File: src/hdl/isp_pkg.sv
`default_nettype none

package isp_pkg;

    localparam int DEPTH       = 4096;
    localparam int ADDR_W      = $clog2(DEPTH);
    localparam int OUTPUT_RATE = 48000;

    localparam int FUNC_W    = 2;
    localparam int SADDR_W   = 12;
    localparam int SAMPLE_W  = 16;
    localparam int LEN_W     = 13;
    localparam int RATE_W    = 18;
    localparam int CFG_W     = 18;
    localparam int CFG_IDX_W = 2;

    localparam int POS_W  = 32;
    localparam int STEP_W = 24;
    localparam int FRAC_W = 16;
    localparam int IDX_W  = POS_W - FRAC_W;
    localparam int CMP_W  = IDX_W + 1;
    localparam int MIX_W  = SAMPLE_W + FRAC_W + 2;

    localparam logic [STEP_W-1:0] STEP_MAX = '1;

    localparam int QDEPTH = 2;
    localparam int QPTR_W = (QDEPTH > 1) ? $clog2(QDEPTH) : 1;
    localparam int QCNT_W = $clog2(QDEPTH + 1);

    function automatic int trailing_zeros(input int v);
        int n;
        int x;
        n = 0;
        x = v;
        while (x != 0 && x[0] == 1'b0) begin
            x = x >>> 1;
            n = n + 1;
        end
        return n;
    endfunction

    // step = floor(rate * 2^16 / OUTPUT_RATE) as rate * RECIP_M >> RECIP_SHIFT (exact)
    localparam int RATE_TZ     = trailing_zeros(OUTPUT_RATE);
    localparam int RATE_ODD    = OUTPUT_RATE >> RATE_TZ;
    localparam int RATE_EXP    = FRAC_W - RATE_TZ;
    localparam int RECIP_S     = RATE_W + RATE_EXP + $clog2(RATE_ODD);
    localparam longint unsigned RECIP_M =
        ((64'd1 << RECIP_S) + longint'(RATE_ODD) - 1) / longint'(RATE_ODD);
    localparam int RECIP_W     = $clog2(RECIP_M + 1);
    localparam int RECIP_SHIFT = RECIP_S - RATE_EXP;
    localparam int PROD_W      = RATE_W + RECIP_W;

    localparam logic [CFG_IDX_W-1:0] CFG_SOUND_LENGTH = 2'd0;
    localparam logic [CFG_IDX_W-1:0] CFG_SOURCE_RATE  = 2'd1;
    localparam logic [CFG_IDX_W-1:0] CFG_LOOP_ENABLE  = 2'd2;

    typedef enum logic [FUNC_W-1:0] {
        FN_WRITE = 2'd0,
        FN_START = 2'd1,
        FN_STOP  = 2'd2,
        FN_TICK  = 2'd3
    } t_func;

    typedef enum logic [1:0] {
        BS_RUN,
        BS_SECOND,
        BS_HOLD
    } t_bstate;

    typedef struct packed {
        t_func                       func;
        logic [ADDR_W-1:0]           addr;
        logic signed [SAMPLE_W-1:0]  value;
        logic [STEP_W-1:0]           step;
    } t_item;

endpackage

`default_nettype wire

File: src/hdl/isp_queue.sv
`default_nettype none

module isp_queue (
    input  wire                 i_clk,
    input  wire                 i_rst_n,
    input  wire                 i_push_valid,
    output logic                o_push_ready,
    input  isp_pkg::t_item      i_push_item,
    output logic                o_pop_valid,
    input  wire                 i_pop,
    output isp_pkg::t_item      o_pop_item
);

    isp_pkg::t_item              r_slot [isp_pkg::QDEPTH];
    logic [isp_pkg::QPTR_W-1:0]  r_wptr;
    logic [isp_pkg::QPTR_W-1:0]  r_rptr;
    logic [isp_pkg::QCNT_W-1:0]  r_count;

    logic push;
    logic pop;

    assign o_push_ready = (r_count != isp_pkg::QCNT_W'(isp_pkg::QDEPTH));
    assign o_pop_valid  = (r_count != '0);
    assign push         = i_push_valid && o_push_ready;
    assign pop          = i_pop && o_pop_valid;
    assign o_pop_item   = r_slot[r_rptr];

    function automatic logic [isp_pkg::QPTR_W-1:0] ptr_inc(
        input logic [isp_pkg::QPTR_W-1:0] p
    );
        return (p == isp_pkg::QPTR_W'(isp_pkg::QDEPTH - 1)) ? '0 : p + 1'b1;
    endfunction

    always_ff @(posedge i_clk) begin
        if (!i_rst_n) begin
            r_wptr  <= '0;
            r_rptr  <= '0;
            r_count <= '0;
        end else begin
            if (push) begin
                r_wptr <= ptr_inc(r_wptr);
            end
            if (pop) begin
                r_rptr <= ptr_inc(r_rptr);
            end
            if (push && !pop) begin
                r_count <= r_count + 1'b1;
            end else if (pop && !push) begin
                r_count <= r_count - 1'b1;
            end
        end
    end

    always_ff @(posedge i_clk) begin
        if (push) begin
            r_slot[r_wptr] <= i_push_item;
        end
    end

endmodule

`default_nettype wire

File: config.mk
export PLATFORM = sky130hd
export DESIGN_NAME = isp_queue
export DESIGN_NICKNAME = d
export VERILOG_FILES = /design/src/hdl/isp_pkg.sv /design/src/hdl/isp_queue.sv
export SDC_FILE = /design/constraint.sdc
export NUM_CORES = 1
export LEC_CHECK = 0
export ABC_AREA = 1
export BUFFER_PORTS_ARGS = -buffer_cell sky130_fd_sc_hd__buf_2
export CORE_MARGIN = 4
export CORE_UTILIZATION = 44
export DETAILED_ROUTE_END_ITERATION = 16
export PLACE_DENSITY = 0.79
export SYNTH_ARGS = -nofsm -noshare
export SYNTH_HDL_FRONTEND = slang
export SYNTH_SLANG_ARGS = --single-unit
File: constraint.sdc
create_clock -name i_clk -period 5.8 [get_ports i_clk]
set_input_delay 1.16 -clock i_clk [delete_from_list [all_inputs] [get_ports i_clk]]
set_output_delay 1.16 -clock i_clk [all_outputs]
set_load 0.02 [all_outputs]
==> qor.yml <==
drv_cap: 0
cts-root-buf: "clkbuf_8"
finalHoldViolCount: 0
slew_headroom_pct: 33.6
postRouteAntennaNets: 0
pre_cts_ws_ns: 3.00
fin_ws_ns: 2.54
hold_end: "r_rptr"
synthXorXnorAreaFrac_pct: 0
dp_cells: 447
antennaDiodeCount: 0
grt_max_degree: 55
viasPerCell: 4.67
power_density_mw_per_mm2: 473
cp.arrival_ns: 2.10
start_util_pct: 45.1
fin_nets: 392
setup_tns_ns: 0
cellLeakagePower_nw: 2.22
num_vias: 2229
synth_area_per_cell_um2: 21.4
antenna_found_initial: 1
hp-start: "r_rptr"
r2r_slack_ns: 3.97
synth_simple_gate_area_share_pct: 1.71
skew_ns: 0.00852
dp_hpwl_um: 4730
hold_path_class: "reg -> reg"
min_period_over_period_pct: 56.2
ys_types: 15
synth_compound_area_share_pct: 0.513
wl_um: 7390
synth_cells: 205
synth_top_family_by_area: "multiplexers"
placementRows: 36
hold_buffers: 0
synth_nets: 264
reg2regPathDepth: 5
ys_seq_area_share_pct: 76.1
drive_gt1_share_pct: 56.4
holdPathStages: 2
worst_pin_slew_ns: 0.996
clk_pin_slew_worst_paths_ns: 0.05
path_class: "reg -> out"
die-area_mm2: 0.0116
synthToLayoutAreaGrowth_pct: 26.7
die_h_um: 108
seqCellArea_mm2: 0.00335
synth_area_mm2: 0.00439
dr.pass1.iters: 4
core_area_mm2: 0.00973
nFillCells: 802
r2r-start: "r_count[0]"
r2r_end: "r_slot[1][48]"
gp_congestion: 0.634
htree_levels: 4
first_iter_violations: 62
cts_buffers: 17
start_kind: "flip-flop"
cts_buffer_depth: 2
grt_overflow_total: 0
cp_max_fo: 54
yosysWarningCount: 0
setup_viol: 0
post_cts_buffers: 0
final_cells: 477
cts_tree: "built"
portBuffers: 113
grtUsageTotal_pct: 13.6
drcViolationCount: 0
die_x_um: 108
grt_pass1_vias: 2361
grt_pass1_wl_um: 11500
ctsResizeCount: 0
peakVddDrop_v: 0.000219
synth_adder_area_share_pct: 0.285
synthMuxAreaShare_pct: 18.1
clock_latency_ns: 0.50
cp.required_ns: 4.64
wire_per_inst_um: 15.5
critPathCaptureType: "output port"
ys_ff_latch: 113
post-route-min-period_ns: 3.26
slew_viol_final: 0
io_pins: 114
rsz0062_at_grt: "false"
outcome: "complete, no violations"
fmax_ghz: 0.307
multi_input_area_um2: 921
fin_total_pwr_mw: 2.63
cts.sinks: 113
[synthesized netlist by cell type]
master,number,area share [%]
nand3_1,1,0.11
buf_12,5,2.3
mux2_2,4,1.0
o21ai_0,2,0.23
dfxtp_1,5,2.3
a21oi_1,1,0.11
nand4_1,1,0.14
ha_1,1,0.28
buf_6,1,0.26
nor2_1,8,0.68
mux2_4,50,17
inv_1,8,0.68
nand2_1,9,0.77
edfxtp_1,108,74
o21a_1,1,0.17
[through the flow]
step           area, um2  util, %  hold slack (ns)
2_1_floorplan       4390        -            0.467
3_3_place_gp        5040     51.9            0.479
3_5_place_dp        5040     51.9            0.490
4_1_cts             5560     57.2            0.515
5_1_grt             5560     57.2            0.547
6_report            5560     57.2            0.507
[registers in the layout (all words and copies together) (netlist names), named ones only]
name / count
r_count: 2
r_rptr: 1
r_slot: 108
r_wptr: 1
[critical path: stages, from the launching register on]
cell,delay [ns]
dfxtp_4,1.01
mux2_2,0.42
buf_2,0.16
[kinds of logic after synthesis]
kind of cell,count (synthesis)
DFF,113
adders and majority gates,1
and+or+nand+nor,19
muxes,54
AOI/OAI and AO/OA,4
buffers and inverters,14
[cell type report]
type / count / area share [%]
well taps: 133 / 2.99
clock buffers: 19 / 7.58
repair buffers: 115 / 10.4
multi-input cells: 78 / 16.6
flip-flops and latches: 113 / 60.2
inverters: 8 / 0.540
clock inverters: 11 / 1.75
[worst max-delay path by stage]
| stage | start | endpoint | slack [ns] | cells after the start |
|---|---|---|---|---|
| after floorplan | i_push_valid | r_slot[0][0] | 1.81 | 2 |
| after global placement | flip-flop | o_pop_item[39] | 3.04 | 2 |
| after detailed placement | flip-flop | o_pop_item[38] | 3.00 | 2 |
| after CTS | flip-flop | o_pop_item[38] | 2.46 | 2 |
| after global routing | flip-flop | o_pop_item[38] | 2.39 | 2 |
| final | flip-flop | o_pop_item[38] | 2.54 | 2 |
[per-layer routing]
layer	track usage (%)	share of wire, %	vias up
met5	0	0.18	-
met4	5.14	0.73	2
met3	7.02	8.1	9
met2	22.3	53	83
met1	15.1	38	1088
li1	-	-	1047
[power by group]
| group | switching, mW | internal (mW) | total [mW] |
|---|---|---|---|
| Sequential | 0.0885 | 1.04 | 1.13 |
| Combinational | 0.322 | 0.285 | 0.607 |
| Clock | 0.310 | 0.591 | 0.901 |
[placed cells by master (no fill, tap or decap)]
master / n
a21oi_1: 1
buf_2: 113
buf_4: 2
bufinv_16: 2
clkbuf_1: 2
clkbuf_16: 16
clkbuf_8: 1
clkinv_1: 6
clkinv_2: 3
dfxtp_1: 4
dfxtp_4: 1
edfxtp_1: 108
ha_1: 1
inv_1: 8
mux2_2: 4
mux2_4: 50
nand2_1: 9
nand3_1: 1
nand4_1: 1
nor2_1: 6
nor2_4: 2
o21a_1: 1
o21ai_0: 2
Note: power is estimated with default switching activity, not from simulation.
