File: src/hdl/isp_pkg.sv
`default_nettype none

package isp_pkg;

    localparam int DEPTH       = 4096;
    localparam int ADDR_W      = $clog2(DEPTH);
    localparam int OUTPUT_RATE = 48000;

    localparam int FUNC_W    = 2;
    localparam int SADDR_W   = 12;
    localparam int SAMPLE_W  = 16;
    localparam int LEN_W     = 13;
    localparam int RATE_W    = 18;
    localparam int CFG_W     = 18;
    localparam int CFG_IDX_W = 2;

    localparam int POS_W  = 32;
    localparam int STEP_W = 24;
    localparam int FRAC_W = 16;
    localparam int IDX_W  = POS_W - FRAC_W;
    localparam int CMP_W  = IDX_W + 1;
    localparam int MIX_W  = SAMPLE_W + FRAC_W + 2;

    localparam logic [STEP_W-1:0] STEP_MAX = '1;

    localparam int QDEPTH = 2;
    localparam int QPTR_W = (QDEPTH > 1) ? $clog2(QDEPTH) : 1;
    localparam int QCNT_W = $clog2(QDEPTH + 1);

    function automatic int trailing_zeros(input int v);
        int n;
        int x;
        n = 0;
        x = v;
        while (x != 0 && x[0] == 1'b0) begin
            x = x >>> 1;
            n = n + 1;
        end
        return n;
    endfunction

    // step = floor(rate * 2^16 / OUTPUT_RATE) as rate * RECIP_M >> RECIP_SHIFT (exact)
    localparam int RATE_TZ     = trailing_zeros(OUTPUT_RATE);
    localparam int RATE_ODD    = OUTPUT_RATE >> RATE_TZ;
    localparam int RATE_EXP    = FRAC_W - RATE_TZ;
    localparam int RECIP_S     = RATE_W + RATE_EXP + $clog2(RATE_ODD);
    localparam longint unsigned RECIP_M =
        ((64'd1 << RECIP_S) + longint'(RATE_ODD) - 1) / longint'(RATE_ODD);
    localparam int RECIP_W     = $clog2(RECIP_M + 1);
    localparam int RECIP_SHIFT = RECIP_S - RATE_EXP;
    localparam int PROD_W      = RATE_W + RECIP_W;

    localparam logic [CFG_IDX_W-1:0] CFG_SOUND_LENGTH = 2'd0;
    localparam logic [CFG_IDX_W-1:0] CFG_SOURCE_RATE  = 2'd1;
    localparam logic [CFG_IDX_W-1:0] CFG_LOOP_ENABLE  = 2'd2;

    typedef enum logic [FUNC_W-1:0] {
        FN_WRITE = 2'd0,
        FN_START = 2'd1,
        FN_STOP  = 2'd2,
        FN_TICK  = 2'd3
    } t_func;

    typedef enum logic [1:0] {
        BS_RUN,
        BS_SECOND,
        BS_HOLD
    } t_bstate;

    typedef struct packed {
        t_func                       func;
        logic [ADDR_W-1:0]           addr;
        logic signed [SAMPLE_W-1:0]  value;
        logic [STEP_W-1:0]           step;
    } t_item;

endpackage

`default_nettype wire

File: src/hdl/isp_front.sv
`default_nettype none

module isp_front (
    input  wire                                  i_clk,
    input  wire                                  i_rst_n,
    input  wire                                  i_in_valid,
    output logic                                 o_in_ready,
    input  wire  [isp_pkg::FUNC_W-1:0]           i_func,
    input  wire  [isp_pkg::SADDR_W-1:0]          i_sample_addr,
    input  wire  signed [isp_pkg::SAMPLE_W-1:0]  i_sample_value,
    input  wire  [isp_pkg::RATE_W-1:0]           i_source_rate,
    output logic                                 o_push_valid,
    input  wire                                  i_push_ready,
    output isp_pkg::t_item                       o_push_item
);

    logic                                r_valid;
    isp_pkg::t_func                      r_func;
    logic [isp_pkg::ADDR_W-1:0]          r_addr;
    logic signed [isp_pkg::SAMPLE_W-1:0] r_value;
    logic                                r_rate_zero;
    logic [isp_pkg::PROD_W-1:0]          r_prod;

    logic                                accept;
    logic [isp_pkg::PROD_W-1:0]          quot;
    logic [isp_pkg::STEP_W-1:0]          step;

    assign o_in_ready = !r_valid || i_push_ready;
    assign accept     = i_in_valid && o_in_ready;

    always_ff @(posedge i_clk) begin
        if (!i_rst_n) begin
            r_valid <= 1'b0;
        end else if (accept) begin
            r_valid <= 1'b1;
        end else if (i_push_ready) begin
            r_valid <= 1'b0;
        end
    end

    always_ff @(posedge i_clk) begin
        if (accept) begin
            r_func      <= isp_pkg::t_func'(i_func);
            r_addr      <= isp_pkg::ADDR_W'(i_sample_addr % isp_pkg::DEPTH);
            r_value     <= i_sample_value;
            r_rate_zero <= (i_source_rate == '0);
            r_prod      <= isp_pkg::PROD_W'(i_source_rate)
                           * isp_pkg::PROD_W'(isp_pkg::RECIP_M);
        end
    end

    assign quot = r_prod >> isp_pkg::RECIP_SHIFT;

    always_comb begin
        priority if (r_rate_zero) begin
            step = '0;
        end else if (quot == '0) begin
            step = isp_pkg::STEP_W'(1);
        end else if (quot > isp_pkg::PROD_W'(isp_pkg::STEP_MAX)) begin
            step = isp_pkg::STEP_MAX;
        end else begin
            step = quot[isp_pkg::STEP_W-1:0];
        end
    end

    assign o_push_valid      = r_valid;
    assign o_push_item.func  = r_func;
    assign o_push_item.addr  = r_addr;
    assign o_push_item.value = r_value;
    assign o_push_item.step  = step;

endmodule

`default_nettype wire

File: config.mk
export PLATFORM = sky130hd
export DESIGN_NAME = isp_front
export DESIGN_NICKNAME = d
export VERILOG_FILES = /design/src/hdl/isp_pkg.sv /design/src/hdl/isp_front.sv
export SDC_FILE = /design/constraint.sdc
export NUM_CORES = 1
export LEC_CHECK = 0
export BUFFER_PORTS_ARGS = -buffer_cell sky130_fd_sc_hd__buf_2
export CORE_ASPECT_RATIO = 1.4
export CORE_MARGIN = 1
export CORE_UTILIZATION = 40
export CTS_BUF_LIST = sky130_fd_sc_hd__clkbuf_16
export DETAILED_ROUTE_END_ITERATION = 6
export PLACE_DENSITY = 0.61
export SETUP_SLACK_MARGIN = 0.15
export SLEW_MARGIN = 15
export SYNTH_ARGS = -nofsm -noshare
export SYNTH_HDL_FRONTEND = slang
export SYNTH_SLANG_ARGS = --single-unit
File: constraint.sdc
create_clock -name i_clk -period 10.2 [get_ports i_clk]
set_clock_uncertainty 0.05 [all_clocks]
set_input_delay 1.53 -clock i_clk [delete_from_list [all_inputs] [get_ports i_clk]]
set_output_delay 1.53 -clock i_clk [all_outputs]
set_load 0.01 [all_outputs]
==> impl_results.md, run 1 <==
* RePlAce Congestion at 0.916
* Setup violations, final at 0
* Sum Neg Setup Slack at 0 ns
* FF/Latch Area at 1520 sq um
* Routed wl met3 at 656 um
* First-pass DRT Iterations at 4
* First-pass GRT wire length at 34.3 mm
* Share of the synthesized area in the top cell type at 34.9%
* Worst slew margin at 44.4%
* Top post-synthesis cells by area: fa_1 (35%), ha_1 (24%), edfxtp_1 (16%)
* Non-filler instance count after layout at 1293
* CTS tree: built
* TritonCTS Buffers at 5
* Syn-to-layout area delta at 10.7%
* Port Buffers at 102
* Hold WS at 0.500 ns
* Post-layout min period at 7.54 ns
* Seq/Total Area, Yosys at 16.2%
* Fin worst setup slack at 2.66 ns
* Antenna viol nets, final at 0
* Clk Latency, worst-skew pair at 0.29 ns
* Share of layout cells above drive strength 1 at 12.5%
* Top_reg_cell synth: edfxtp_1
* Total core area at 23100 sq um
* Fill cells at 2221
* Final hold vios at 0
* Routed length on met2 at 11.7 mm
* CP bufs+invs at 6
* Die Height at 183 um
* # rows at 66
* Worst setup EP type: flip-flop
* Vias in the first global route at 6628
* Post-Place Worst Slack at 2.36 ns
* Uppermost layer routed: met4
* Clock root buffer master: clkbuf_16
* Full die area at 24100 sq um
* Cell count after synthesis at 882
* M1 wire length at 8.63 mm
* # DRC at 0
* Post-route clock period utilization at 73.9%
* Initial Util at 40.6%
* Status: finished clean
* Syn_area_per_cell at 10.7 sq um
* # IOs at 108
* Distinct cell type count after synthesis at 49
* Hold_buf cts at 0
* Synth area leader: fa_1
* Pin count of the biggest net entering global routing at 51
* Multi-input gate area in the final layout at 6780 sq um
* Worst Max-Slew Pin Slew at 0.827 ns
* Worst r2r src: o_push_valid
* MaxCap Viol Count at 0
* Top delay family on crit path: adder cells
* Via Count at 6126
* Critical path arrival at 7.53 ns
* PostCTS Resize Cnt at 0
* Starting DRT DRC Count at 276
* CP max stage delay at 0.53 ns
* Yosys reg bits at 51
* EDFF count, synth at 50
* Startpoint types: input port
* All-Layer GR Usage at 18.7%
* RSZ-0062 raised after global routing: no
* Max Fclk at 133 MHz
* Synth warnings at 0
* Cell Area, Synth at 9400 sq um
* Initial antenna violation count at 0
* Max H-tree Level at 2
* DRT Wirelength at 21.8 mm
* Hold path start: o_push_valid
* Drt wl/cell at 16.8 um
* Post-DP HPWL at 19.7 mm
* Crit-path cells: buf_2, inv_1, ha_1, inv_1, fa_1, inv_1, fa_1, fa_1, inv_1, fa_1, inv_1, fa_1, ha_1, a21oi_1, o21ai_0, a2111oi_2, nand3_1, and3_1, or4b_4, a31o_2, xor2_1
* Worst path slowest cell: a2111oi_2
* Worst-path fanout max at 7
* Clk buf depth at 2
* Pins Over Slew Limit at 0
* Synth async-reset ratio at 0%
* Worst hold path type: flip-flop to flip-flop
* Layout Nets at 1383
* Width of the die at 132 um
* CTS sink cnt at 51
* Reg clk slew, reported paths at 0.07 ns
* Worst EP required at 10.19 ns
* Via density at 4.74
* Crit path launch: i_source_rate[10]
* GRT overflow at 0
* Antenna diodes at 0
* Placed instance count at 1285
* Crit path kind: input port to flip-flop
* Setup Buffers After CTS at 0
==> tightest hold or removal path: cells and delay by family (launching register included) <==
kind | cells | cell delay, ns
compound gates | 1 | 0.09
flops | 1 | 0.31
simple gates | 1 | 0.11
==> cell usage in the layout (no fill, tap or decap), types with 4 or more instances in the layout <==
master and instances:
nand2_1 29, xor2_1 8, and2_1 4, clkbuf_16 5
fa_1 164, o21ai_0 9, o21a_1 4, a31oi_1 4
inv_1 282, nor2b_1 18, nor4_1 5, nand4_1 6
buf_2 102, a21oi_1 29, nor2_1 12, edfxtp_1 50
conb_1 5, ha_1 181, a21o_1 7, nand3_1 8
xnor2_1 11
==> registers in the layout (all words and copies together) (netlist names) <==
name          flops
o_push_valid      1
r_addr           12
r_func            2
r_prod           19
r_rate_zero       1
r_value          16
==> metal layers <==
layer  track usage, %  vias to the layer above
met1             21.4                     3021
met4             6.88                        0
met5                0                        -
met3             1.69                       32
met2             35.9                      121
li1                 -                     2952
==> cell usage after synthesis, drive strengths merged (6+ instances only) <==
cell type	number
ha	181
nand2	29
inv	281
fa	164
nand3	8
edfxtp	50
a21oi	29
a21o	7
nand4	6
xnor2	11
xor2	8
nor2b	19
o21ai	11
nor2	12
==> through the flow <==
| stage | util [%] | area, sq um |
|---|---|---|
| 2_1_floorplan | - | 9410 |
| 3_3_place_gp | 44.3 | 10300 |
| 3_5_place_dp | 44.3 | 10300 |
| 4_1_cts | 45.0 | 10400 |
| 5_1_grt | 45.0 | 10400 |
| 6_report | 45.0 | 10400 |
==> layout make-up <==
class	count	area share, %
clock buffer	5	1.20
multi-input combinational	545	65.3
sequential	51	14.6
timing repair buffer	102	4.91
clock inverter	3	0.168
inverter	281	10.1
tap	306	3.68
==> logic make-up after synthesis <==
| kind of cell | Yosys count | share of synthesized area [%] |
|---|---|---|
| DFF | 51 | 16.2 |
| and+or+nand+nor | 97 | 5.47 |
| other | 1 | 0.0399 |
| xor gates and xnor gates | 19 | 1.77 |
| adders and majority gates | 345 | 59.0 |
| AOI/OAI and AO/OA | 79 | 5.69 |
| buffers and inverters | 290 | 11.8 |
==> final timing paths <==
kind	end	slack, ns	cells past startpoint
max	r_prod[40]	2.66	21
min reg2reg	o_push_valid	0.50	2
min	o_push_valid	0.50	2
max reg2reg	r_prod[42]	8.77	2
Power of run 1 is not shown: default switching activity piles up to over one toggle a cycle in this logic, so the estimate is an artifact.
==> inputs of run 2 (changes only) <==
==> constraint.sdc (replaced) <==
create_clock -name i_clk -period 6.96 [get_ports i_clk]
set_clock_uncertainty 0.05 [all_clocks]
set_input_delay 1.044 -clock i_clk [delete_from_list [all_inputs] [get_ports i_clk]]
set_output_delay 1.044 -clock i_clk [all_outputs]
set_load 0.01 [all_outputs]
==> run 2 against run 1 <==
Setup slack got worse by 2.4 ns. Final cell count is 4.6% higher. Wire length up 4.2%. Sequential cell count did not move. Hold slack got worse by 0.021 ns. Die area unchanged. Final area is 4.7% higher. Non-clock buffer count is 60 higher. Critical path type unchanged. Critical endpoint unchanged. Largest cell class unchanged.
==> impl_results.md, run 2 (synthesis results as in run 1) <==
* Port Buffers at 102 (unchanged)
* Reg clk slew, reported paths at 0.07 ns (about the same)
* Fill cells at 2200 (was 2221)
* Drt wl/cell at 16.8 um (about the same)
* Share of layout cells above drive strength 1 at 18.0% (was 12.5%)
* Post-DP HPWL at 20.9 mm (was 19.7 mm)
* First-pass DRT Iterations at 5 (was 4)
* First-pass GRT wire length at 36.7 mm (was 34.3 mm)
* Crit path launch: i_source_rate[17] (was i_source_rate[10])
* Routed length on met2 at 12.4 mm (was 11.7 mm)
* # DRC at 0 (unchanged)
* Post-route clock period utilization at 96.1%
* Max Fclk at 149 MHz
* DRT Wirelength at 22.7 mm (was 21.8 mm)
* Pins Over Slew Limit at 0 (unchanged)
* Via density at 4.70 (was 4.74)
* Status: finished clean (unchanged)
* Initial Util at 40.6% (unchanged)
* Commonest non-fill, non-tap cell in the layout: inv_1 (unchanged)
* Worst setup EP type: flip-flop (unchanged)
* Max H-tree Level at 2 (unchanged)
* Die Height at 183 um (unchanged)
* Uppermost layer routed: met4 (unchanged)
* RSZ-0062 raised after global routing: yes (was no)
* Antenna diodes at 0 (unchanged)
* Startpoint types: input port (unchanged)
* Worst EP required at 6.95 ns (was 10.19 ns)
* GRT overflow at 0 (unchanged)
* Clock root buffer master: clkbuf_16 (unchanged)
* # IOs at 108 (unchanged)
* Via Count at 6362 (was 6126)
* Final hold vios at 0 (unchanged)
* Full die area at 24100 sq um (unchanged)
* Worst-path fanout max at 3 (was 7)
* Antenna viol nets, final at 0 (unchanged)
* Worst r2r src: o_push_valid (unchanged)
* Post-Place Worst Slack at -0.0576 ns (was 2.36 ns)
* RePlAce Congestion at 0.937 (was 0.916)
* M1 wire length at 8.76 mm (was 8.63 mm)
* All-Layer GR Usage at 20.0% (was 18.7%)
* Worst Max-Slew Pin Slew at 1.12 ns (was 0.827 ns)
* Initial antenna violation count at 0 (unchanged)
* Starting DRT DRC Count at 248 (was 276)
* TritonCTS Buffers at 5 (unchanged)
* Width of the die at 132 um (unchanged)
* Worst hold path type: flip-flop to flip-flop (unchanged)
* Dpl cell area at 10700 sq um (was 10300 sq um)
* Flip-flop count of the largest register after layout at 19 (unchanged)
* CTS sink cnt at 51 (unchanged)
* Hold WS at 0.479 ns (was 0.500 ns)
* Critical path arrival at 6.68 ns (was 7.53 ns)
* MaxCap Viol Count at 0 (unchanged)
* Final Instance Area at 10900 sq um (was 10400 sq um)
* Routed wl met3 at 582 um (was 656 um)
* Syn-to-layout area delta at 15.8% (was 10.7%)
* Setup violations, final at 0 (unchanged)
* Layout Nets at 1443 (was 1383)
* Vias in the first global route at 7117 (was 6628)
* Clk buf depth at 2 (unchanged)
* Pin count of the biggest net entering global routing at 51 (unchanged)
* Clk Latency, worst-skew pair at 0.29 ns (about the same)
* CTS tree: built (unchanged)
* # rows at 66 (unchanged)
* Total core area at 23100 sq um (unchanged)
* Crit path kind: input port to flip-flop (unchanged)
* Fin worst setup slack at 0.271 ns (was 2.66 ns)
* Reg with most FFs: r_prod (unchanged)
* Most frequent cells in the layout: inv_1 (282), ha_1 (181), fa_1 (164), buf_2 (102), buf_4 (60) (was inv_1 (282), ha_1 (181), fa_1 (164), buf_2 (102), edfxtp_1 (50))
* Top Registers: r_prod x19, r_value x16, r_addr x12 (unchanged)
* Hold path start: o_push_valid (unchanged)
* Post-layout min period at 6.69 ns
* Worst slew margin at 25.6% (was 44.4%)
* Sum Neg Setup Slack at 0 ns (unchanged)
[run 2: per-stage QoR]
step | util [%] | instances
after floorplan | - | 886
after global placement | 46.2 | 1343
after detailed placement | 46.2 | 1343
after CTS | 46.8 | 1351
after global routing | 47.1 | 1353
final | 47.1 | 1353
[run 2: path summary, 6_finish.rpt]
path	slack [ns]	cells after the start	end
setup / recovery	0.27	22	r_prod[40]
hold / removal	0.48	2	o_push_valid
setup reg to reg	5.21	2	r_prod[39]
hold reg to reg	0.48	2	o_push_valid
[run 2: what timing repair did]
action | in CTS | in global routing
setup endpoints to repair | 0 | 6
buffers inserted | 0 | 2
gates resized for setup | 0 | 7
hold buffers | 0 | 0
endpoints found under the hold margin | 0 | 0
[run 2: metal layers]
layer  up-vias  GRT usage (%)
li1       3064              -
met1      3112           22.0
met2       136           38.9
met3        50           2.02
met4         0           8.00
met5         -              0
[run 2: critical path: stages]
cell and delay (ns):
buf_2 0.12, fa_1 0.60, inv_1 0.10, fa_1 0.50, inv_1 0.05, fa_1 0.49
inv_1 0.05, fa_1 0.47, inv_1 0.05, fa_1 0.47, inv_1 0.05, fa_1 0.48
inv_1 0.04, ha_1 0.31, nand2_1 0.14, o21ai_2 0.11, a2111oi_4 0.36, nand3_1 0.17
and3_1 0.19, or4b_4 0.52, a31o_2 0.25, xor2_1 0.13
[run 2: final cells by class]
class                   count  area (sq um)  area share [%]
clock buffers               5           125            1.15
well taps                 306           383            3.52
flip-flops and latches     51          1520            14.0
inverters                 281          1050            9.69
multi-input cells         545          6820            62.7
clock inverters             3          17.5           0.161
repair buffers            162           961            8.83
Power of run 2 is left out for the same reason.
